$ cat src/sv/aosa_pkg.sv
package aosa_pkg;

   typedef enum logic [1:0] {
      FUNC_ALLOC   = 2'd0,
      FUNC_RELEASE = 2'd1,
      FUNC_SUCC    = 2'd2,
      FUNC_RANK    = 2'd3
   } func_type;

   typedef enum logic [1:0] {
      STATUS_OK       = 2'd0,
      STATUS_FULL     = 2'd1,
      STATUS_NOT_BUSY = 2'd2
   } status_type;

   typedef struct packed {
      func_type    func;
      logic [4:0]  slot;
   } req_type;

   typedef struct packed {
      logic [4:0]  slot_out;
      logic [5:0]  age_rank;
      status_type  status;
      logic [5:0]  in_use;
   } rsp_type;

   typedef enum logic [2:0] {
      ST_IDLE,
      ST_LOOKUP,
      ST_LINK_A,
      ST_LINK_B,
      ST_WALK,
      ST_FINISH
   } state_type;

   typedef struct packed {
      logic load;
      logic lookup;
      logic link_a;
      logic link_b;
      logic walk;
      logic finish;
   } cmd_type;

   typedef struct packed {
      func_type func;
      logic     rel_ok;
      logic     walk_done;
   } sts_type;

endpackage

$ cat src/sv/aosa_ctrl.sv
module aosa_ctrl (
   input  logic              clock,
   input  logic              reset,
   input  logic              start,
   output logic              busy,
   input  aosa_pkg::sts_type sts,
   output aosa_pkg::cmd_type cmd
);

   aosa_pkg::state_type state_ff, state_in;

   always_ff @(posedge clock) begin
      if (reset) begin
         state_ff <= aosa_pkg::ST_IDLE;
      end else begin
         state_ff <= state_in;
      end
   end

   always_comb begin
      state_in = state_ff;
      case (state_ff)
         aosa_pkg::ST_IDLE: begin
            if (start) begin
               state_in = aosa_pkg::ST_LOOKUP;
            end
         end
         aosa_pkg::ST_LOOKUP: begin
            case (sts.func)
               aosa_pkg::FUNC_RELEASE: begin
                  state_in = sts.rel_ok ? aosa_pkg::ST_LINK_A : aosa_pkg::ST_FINISH;
               end
               aosa_pkg::FUNC_RANK: begin
                  state_in = aosa_pkg::ST_WALK;
               end
               default: begin
                  state_in = aosa_pkg::ST_FINISH;
               end
            endcase
         end
         aosa_pkg::ST_LINK_A: begin
            state_in = aosa_pkg::ST_LINK_B;
         end
         aosa_pkg::ST_LINK_B: begin
            state_in = aosa_pkg::ST_FINISH;
         end
         aosa_pkg::ST_WALK: begin
            if (sts.walk_done) begin
               state_in = aosa_pkg::ST_FINISH;
            end
         end
         aosa_pkg::ST_FINISH: begin
            state_in = aosa_pkg::ST_IDLE;
         end
         default: begin
            state_in = aosa_pkg::ST_IDLE;
         end
      endcase
   end

   always_comb begin
      cmd  = '0;
      busy = 1'b1;
      case (state_ff)
         aosa_pkg::ST_IDLE: begin
            busy     = 1'b0;
            cmd.load = start;
         end
         aosa_pkg::ST_LOOKUP: begin
            cmd.lookup = 1'b1;
         end
         aosa_pkg::ST_LINK_A: begin
            cmd.link_a = 1'b1;
         end
         aosa_pkg::ST_LINK_B: begin
            cmd.link_b = 1'b1;
         end
         aosa_pkg::ST_WALK: begin
            cmd.walk = 1'b1;
         end
         aosa_pkg::ST_FINISH: begin
            cmd.finish = 1'b1;
         end
         default: begin
            busy = 1'b1;
         end
      endcase
   end

endmodule

$ cat src/sv/aosa_dpath.sv
module aosa_dpath #(
   parameter int SLOTS = 32
) (
   input  logic              clock,
   input  logic              reset,
   input  aosa_pkg::cmd_type cmd,
   output aosa_pkg::sts_type sts,
   input  aosa_pkg::req_type req_data,
   output logic              rsp_strobe,
   output aosa_pkg::rsp_type rsp_data
);

   localparam int IW = $clog2(SLOTS);
   localparam int CW = $clog2(SLOTS + 1);
   localparam logic [IW-1:0] LAST_SLOT  = IW'(SLOTS - 1);
   localparam logic [CW-1:0] FULL_COUNT = CW'(SLOTS);

   function automatic logic [IW-1:0] ring_next(input logic [IW-1:0] a);
      return (a == LAST_SLOT) ? '0 : IW'(a + 1'b1);
   endfunction

   function automatic logic [IW-1:0] ring_prev(input logic [IW-1:0] a);
      return (a == '0) ? LAST_SLOT : IW'(a - 1'b1);
   endfunction

   logic [IW-1:0] next_mem [SLOTS];
   logic [IW-1:0] prev_mem [SLOTS];
   logic [SLOTS-1:0] next_vld_ff, prev_vld_ff;

   aosa_pkg::func_type func_ff;
   logic [4:0]         slot_ff;

   logic [IW-1:0]    oldest_ff, oldest_in;
   logic [IW-1:0]    free_ff, free_in;
   logic [CW-1:0]    used_ff, used_in;
   logic [SLOTS-1:0] busy_ff, busy_in;

   logic [IW-1:0] next_rd_ff, next_rd_addr_ff;
   logic          next_rd_vld_ff;
   logic [IW-1:0] prev_s_rd_ff, prev_s_addr_ff;
   logic          prev_s_vld_ff;
   logic [IW-1:0] prev_o_rd_ff, prev_o_addr_ff;
   logic          prev_o_vld_ff;

   logic [IW-1:0] h_ff, hp_ff;
   logic          first_ff;
   logic [CW-1:0] rank_ff;

   logic              strobe_ff;
   aosa_pkg::rsp_type rsp_ff, rsp_in;

   logic [IW-1:0] slot_idx, next_q, prev_s_q, prev_o_q, cur, h_c, hp_c;
   logic          in_range, rel_ok, full, walk_done, walk_step, rel_commit, alloc_commit;

   logic          next_re, prev_re, next_we, prev_we;
   logic [IW-1:0] next_ra, next_wa, next_wd, prev_wa, prev_wd;

   assign slot_idx  = IW'(slot_ff);
   assign in_range  = int'(slot_ff) < SLOTS;
   assign rel_ok    = in_range && busy_ff[slot_idx];
   assign full      = (used_ff == FULL_COUNT);

   assign next_q    = next_rd_vld_ff ? next_rd_ff : ring_next(next_rd_addr_ff);
   assign prev_s_q  = prev_s_vld_ff ? prev_s_rd_ff : ring_prev(prev_s_addr_ff);
   assign prev_o_q  = prev_o_vld_ff ? prev_o_rd_ff : ring_prev(prev_o_addr_ff);

   assign cur       = first_ff ? oldest_ff : next_q;
   assign walk_done = (in_range && (cur == slot_idx)) || (rank_ff == FULL_COUNT);
   assign walk_step = cmd.walk && !walk_done;

   assign h_c  = (oldest_ff == slot_idx) ? next_q : oldest_ff;
   assign hp_c = (h_c == next_q) ? prev_s_q : prev_o_q;

   assign rel_commit   = cmd.finish && (func_ff == aosa_pkg::FUNC_RELEASE) && rel_ok;
   assign alloc_commit = cmd.finish && (func_ff == aosa_pkg::FUNC_ALLOC) && !full;

   assign sts.func      = func_ff;
   assign sts.rel_ok    = rel_ok;
   assign sts.walk_done = walk_done;

   assign next_re = cmd.lookup || walk_step;
   assign prev_re = cmd.lookup;

   always_comb begin
      if (cmd.walk) begin
         next_ra = cur;
      end else if (func_ff == aosa_pkg::FUNC_ALLOC) begin
         next_ra = free_ff;
      end else begin
         next_ra = slot_idx;
      end
   end

   always_comb begin
      next_we = 1'b0;
      prev_we = 1'b0;
      next_wa = slot_idx;
      next_wd = h_ff;
      prev_wa = h_ff;
      prev_wd = slot_idx;
      if (cmd.link_a) begin
         next_we = 1'b1;
         prev_we = 1'b1;
         next_wa = prev_s_q;
         next_wd = next_q;
         prev_wa = next_q;
         prev_wd = prev_s_q;
      end else if (cmd.link_b) begin
         next_we = 1'b1;
         prev_we = 1'b1;
         next_wa = hp_ff;
         next_wd = slot_idx;
         prev_wa = slot_idx;
         prev_wd = hp_ff;
      end else if (rel_commit) begin
         next_we = 1'b1;
         prev_we = 1'b1;
      end
   end

   always_ff @(posedge clock) begin
      if (next_we) begin
         next_mem[next_wa] <= next_wd;
      end
      if (next_re) begin
         next_rd_ff      <= next_mem[next_ra];
         next_rd_addr_ff <= next_ra;
      end
   end

   always_ff @(posedge clock) begin
      if (prev_we) begin
         prev_mem[prev_wa] <= prev_wd;
      end
      if (prev_re) begin
         prev_s_rd_ff   <= prev_mem[slot_idx];
         prev_s_addr_ff <= slot_idx;
         prev_o_rd_ff   <= prev_mem[oldest_ff];
         prev_o_addr_ff <= oldest_ff;
      end
   end

   always_ff @(posedge clock) begin
      if (reset) begin
         next_vld_ff    <= '0;
         prev_vld_ff    <= '0;
         next_rd_vld_ff <= 1'b0;
         prev_s_vld_ff  <= 1'b0;
         prev_o_vld_ff  <= 1'b0;
      end else begin
         if (next_we) begin
            next_vld_ff[next_wa] <= 1'b1;
         end
         if (prev_we) begin
            prev_vld_ff[prev_wa] <= 1'b1;
         end
         if (next_re) begin
            next_rd_vld_ff <= next_vld_ff[next_ra];
         end
         if (prev_re) begin
            prev_s_vld_ff <= prev_vld_ff[slot_idx];
            prev_o_vld_ff <= prev_vld_ff[oldest_ff];
         end
      end
   end

   always_ff @(posedge clock) begin
      if (cmd.load) begin
         func_ff <= req_data.func;
         slot_ff <= req_data.slot;
      end
      if (cmd.link_a) begin
         h_ff  <= h_c;
         hp_ff <= hp_c;
      end
      if (cmd.finish) begin
         rsp_ff <= rsp_in;
      end
   end

   always_comb begin
      oldest_in = oldest_ff;
      free_in   = free_ff;
      used_in   = used_ff;
      busy_in   = busy_ff;
      if (alloc_commit) begin
         busy_in[free_ff] = 1'b1;
         used_in          = CW'(used_ff + 1'b1);
         free_in          = next_q;
      end else if (rel_commit) begin
         busy_in[slot_idx] = 1'b0;
         used_in           = CW'(used_ff - 1'b1);
         oldest_in         = h_ff;
         if (full) begin
            free_in = slot_idx;
         end
      end
   end

   always_comb begin
      rsp_in          = '0;
      rsp_in.status   = aosa_pkg::STATUS_OK;
      rsp_in.in_use   = 6'(used_in);
      case (func_ff)
         aosa_pkg::FUNC_ALLOC: begin
            if (full) begin
               rsp_in.status = aosa_pkg::STATUS_FULL;
            end else begin
               rsp_in.slot_out = 5'(free_ff);
            end
         end
         aosa_pkg::FUNC_RELEASE: begin
            if (!rel_ok) begin
               rsp_in.status = aosa_pkg::STATUS_NOT_BUSY;
            end
         end
         aosa_pkg::FUNC_SUCC: begin
            if (in_range) begin
               rsp_in.slot_out = 5'(next_q);
            end
         end
         aosa_pkg::FUNC_RANK: begin
            rsp_in.age_rank = 6'(rank_ff);
         end
         default: begin
            rsp_in.status = aosa_pkg::STATUS_OK;
         end
      endcase
   end

   always_ff @(posedge clock) begin
      if (reset) begin
         oldest_ff <= '0;
         free_ff   <= '0;
         used_ff   <= '0;
         busy_ff   <= '0;
         first_ff  <= 1'b0;
         rank_ff   <= '0;
         strobe_ff <= 1'b0;
      end else begin
         oldest_ff <= oldest_in;
         free_ff   <= free_in;
         used_ff   <= used_in;
         busy_ff   <= busy_in;
         strobe_ff <= cmd.finish;
         if (cmd.lookup) begin
            first_ff <= 1'b1;
            rank_ff  <= '0;
         end else if (walk_step) begin
            first_ff <= 1'b0;
            rank_ff  <= CW'(rank_ff + 1'b1);
         end
      end
   end

   assign rsp_strobe = strobe_ff;
   assign rsp_data   = rsp_ff;

endmodule

$ cat src/sv/age_ordered_slot_allocator.sv
// Channel   Ports                 Transfer taken when
// request   start, busy, req_data start high and busy low at a rising edge
// response  rsp_strobe, rsp_data  rsp_strobe high, for exactly one cycle
//
// Allocate, successor and a refused release pass through the lookup and finish
// states. A release also passes through link_a and link_b, and an age-rank query
// also passes through walk, where it follows k links (k at most SLOTS).
// The walk is set by the next-link table, which gives one registered read a cycle.
// Reset is synchronous and restores the ring through per-entry
// valid bits. The response cannot be stalled; busy is low again in its cycle.
module age_ordered_slot_allocator #(
   parameter int SLOTS = 32
) (
   input  logic              clock,
   input  logic              reset,
   input  logic              start,
   output logic              busy,
   input  aosa_pkg::req_type req_data,
   output logic              rsp_strobe,
   output aosa_pkg::rsp_type rsp_data
);

   aosa_pkg::cmd_type cmd;
   aosa_pkg::sts_type sts;

   aosa_ctrl u_ctrl (
      .clock (clock),
      .reset (reset),
      .start (start),
      .busy  (busy),
      .sts   (sts),
      .cmd   (cmd)
   );

   aosa_dpath #(
      .SLOTS (SLOTS)
   ) u_dpath (
      .clock      (clock),
      .reset      (reset),
      .cmd        (cmd),
      .sts        (sts),
      .req_data   (req_data),
      .rsp_strobe (rsp_strobe),
      .rsp_data   (rsp_data)
   );

endmodule
$ cat config.mk
export PLATFORM = sky130hd
export DESIGN_NAME = age_ordered_slot_allocator
export DESIGN_NICKNAME = d
export VERILOG_FILES = /design/src/sv/aosa_pkg.sv /design/src/sv/aosa_ctrl.sv /design/src/sv/aosa_dpath.sv /design/src/sv/age_ordered_slot_allocator.sv
export SDC_FILE = /design/constraint.sdc
export NUM_CORES = 1
export LEC_CHECK = 0
export BUFFER_PORTS_ARGS = -buffer_cell sky130_fd_sc_hd__buf_4
export CORE_UTILIZATION = 65
export CTS_CLUSTER_SIZE = 30
export DETAILED_ROUTE_END_ITERATION = 10
export GPL_ROUTABILITY_DRIVEN = 0
export PLACE_DENSITY_LB_ADDON = 0.15
export SKIP_CTS_REPAIR_TIMING = 1
export SYNTH_ARGS = -nofsm -noshare
export SYNTH_HDL_FRONTEND = slang
export SYNTH_SLANG_ARGS = --single-unit
$ cat constraint.sdc
create_clock -name clock -period 9.1 [get_ports clock]
set_input_delay 1.82 -clock clock [delete_from_list [all_inputs] [get_ports clock]]
set_output_delay 1.82 -clock clock [all_outputs]
set_load 0.05 [all_outputs]
==> results.cfg <==
[setup_path]
required_ns = 9.32
slowest_stage = edfxtp_1
path_cells = buf_4 > mux4_2 > a22oi_1 > nand4_1 > and3_1 > nor2_2 > a21oi_1 > nand2_1 > nor2_1
cp_max_fo = 50
cpPeakStageDelay_ns = 1.00
critPathLaunchType = flop
crit_family = simple AND/OR/NAND/NOR gates
cp.arrival_ns = 5.42
cp-end-kind = flop
worst-path-buf-inv = 1
criticalPathCategory = reg2reg

[placed_design]
dpl.hpwl_mm = 33.70
dp_slack_ns = 3.937
place_inst = 2083
dpl_cell_area_um2 = 23700
io_buffers = 30

[sta]
slew_viol_final = 0
period_needed_ns = 5.204
max_freq_mhz = 192.2
finalHoldViolations = 0
timing.setup.tns_ns = 0
skew_ns = 0.01922
tightest_slew_ns = 1.486
setup_ws_ns = 3.896
finalCritPeriodShare = 0.5718
grt_setup_unrepaired = false
slew_headroom = 0.007363
setup_viol = 0

[drt]
via_count = 14540
firstDrtPassIters = 5
drtIter0Drc = 1551
postRouteAntennaNets = 0
wirelength_mm = 54.77
drc = 0
vias_per_cell = 6.689
routedWlPerCell_um = 25.19

[final_layout]
final_nets = 1699
final_cell_mix = edfxtp_1 (386), nor2_1 (206), mux2i_1 (181)
ff_latch_area_um2 = 14120
layout_commonest_cell = edfxtp_1
layout-drive-gt1-share = 0.1640
antennaDiodeCount = 0
area_growth_pct = 9.457
stdcell_count = 2174
fillCellCount = 2164
multiInputGateArea_um2 = 8546
fin_area_um2 = 25390

[grt]
grtUsageTotal = 0.3101
antenna_found_initial = 0
grt_pass1_vias = 14120
grt_max_degree = 80
overflow = 0
grt_pass1_wl_mm = 84.13

[power_and_ir_drop]
pwr-share-comb = 0.129
total_power_w = 0.005425
powerDensity_nw_per_um2 = 213.7
pwr-share-clk = 0.392
power_switching_w = 0.001336
sw_frac_of_total = 0.2462
internal-power_w = 0.004089
leakagePower_nw = 8.736
seq_power_share = 0.480
peakVddDrop_v = 0.0002130

[synthesis]
syn-num-nets = 1702
async_flop_share = 0
netlist_instances = 1683
mappedNetlistArea_um2 = 23190
ys_ff_latch = 512
synth_cell_types = 67
yosys_warnings = 0
ys.flop_type = edfxtp_1
yosysSeqAreaShare = 0.6085
synth-edff-count = 386
postSynthAreaPerCell_um2 = 13.78

[cts]
clk_pin_slew_ns = 0.06
cts_tree = yes
clk-insertion-delay-late_ns = 0.59
clockBufferDepth = 3
clock-sinks = 512
cts_buffers = 50
h-tree-depth = 2
cts_root_buffer = clkbuf_16

[status]
violations = capacitance limit
status = finished with violations

[floorplanning]
die_area_um2 = 36440
die_h_um = 190.9
io_pins = 31
initial_core_util = 0.6665
core_region_area_um2 = 34800
die_w_um = 190.9
rows = 68

[run]
maxCapViolCount = 1

[hold_path]
hold_path.class = reg2reg
[per-layer routing]
metal,routed length (um),part of all wire,vias to the layer above,global-route usage
li1,-,-,6398,-
met1,21960,0.40,7185,0.4332
met2,25980,0.47,833,0.4900
met3,5131,0.094,125,0.06279
met4,1700,0.031,0,0.1046
met5,0,0,-,0
[power groups by stage]
stage | clock network [W] | logic (W) | registers, W
2_1_floorplan | 0 | 0.000522 | 0.00264
3_3_place_gp | 0 | 0.000681 | 0.00265
3_5_place_dp | 0 | 0.000690 | 0.00265
4_1_cts | 0.00214 | 0.000694 | 0.00260
5_1_grt | 0.00224 | 0.000746 | 0.00261
6_report | 0.00212 | 0.000698 | 0.00260
[through the flow]
| stage | util | hold WS [ns] |
|---|---|---|
| floorplan | - | 0.4029 |
| global placement | 0.6811 | 0.4447 |
| detailed placement | 0.6811 | 0.4534 |
| CTS | 0.7295 | 0.4681 |
| global route | 0.7295 | 0.4803 |
| finish | 0.7295 | 0.4656 |
[area by class of cell]
class / instances / area share
Inverter: 27 / 0.004189
Tap cell: 455 / 0.02243
Sequential cell: 512 / 0.5562
Timing Repair Buffer: 48 / 0.01419
Clock inverter: 29 / 0.01281
Clock buffer: 62 / 0.05358
Multi-Input combinational cell: 1041 / 0.3366
[state kept, by name (all words and copies together) (netlist names), 5 cells and up]
signal	flops
u_dpath.rsp_data	19
u_dpath.next_rd_ff	5
u_dpath.busy_ff	32
u_dpath.prev_o_rd_ff	5
u_dpath.used_ff	6
u_dpath.prev_vld_ff	32
u_dpath.h_ff	5
u_dpath.hp_ff	5
u_dpath.prev_s_addr_ff	5
u_dpath.slot_ff	5
u_dpath.next_rd_addr_ff	5
u_dpath.rank_ff	6
u_dpath.free_ff	5
u_dpath.next_mem	160
u_dpath.next_vld_ff	32
u_dpath.prev_o_addr_ff	5
u_dpath.prev_s_rd_ff	5
u_dpath.oldest_ff	5
u_dpath.prev_mem	160
[cells by family (layout without fill, tap and decap cells)]
logic type	after synthesis	count (layout)	share of synthesized area
AND/OR/NAND/NOR	437	437	0.08621
AO/OA/AOI/OAI	251	251	0.06452
XOR/XNOR	26	26	0.009819
flip-flops	512	512	0.6085
multiplexers	318	318	0.2021
buffers and inverters	130	166	0.02395
adder cells (fa/ha/maj)	9	9	0.004856
[worst reg2reg max path: stages (launching register included)]
cell and delay, ns:
edfxtp_1 1.00, buf_4 0.90, mux4_2 0.39, a22oi_1 0.07, nand4_1 0.25, and3_1 0.75, nor2_2 0.22, a21oi_1 0.25
nand2_1 0.47, nor2_1 0.55
[path summary, 6_finish.rpt]
path	startpoint	endpoint	slack (ns)	cells after the start
setup / recovery	u_dpath.slot_ff[0]$_DFFE_PP_	u_dpath.prev_mem[5][4]$_DFFE_PP_	3.90	9
hold / removal	u_dpath.next_vld_ff[16]$_SDFFE_PP0N_	u_dpath.next_vld_ff[16]$_SDFFE_PP0N_	0.47	2
setup reg to reg	u_dpath.slot_ff[0]$_DFFE_PP_	u_dpath.prev_mem[5][4]$_DFFE_PP_	3.90	9
hold reg to reg	u_dpath.next_vld_ff[16]$_SDFFE_PP0N_	u_dpath.next_vld_ff[16]$_SDFFE_PP0N_	0.47	2
[synthesized netlist by cell type (15+ instances only)]
master,instances,area share
a21oi_1,125,0.027
a22oi_1,26,0.0084
and3_1,15,0.0040
buf_1,15,0.0024
buf_2,31,0.0067
clkbuf_1,54,0.0087
dfxtp_1,126,0.11
edfxtp_1,386,0.50
inv_1,19,0.0031
mux2_2,17,0.0083
mux2i_1,181,0.078
mux4_2,118,0.11
nand2_1,102,0.017
nor2_1,206,0.033
nor3_1,17,0.0037
o21ai_1,35,0.0076
xor2_1,15,0.0057
Note: power is estimated with default switching activity, not from simulation.
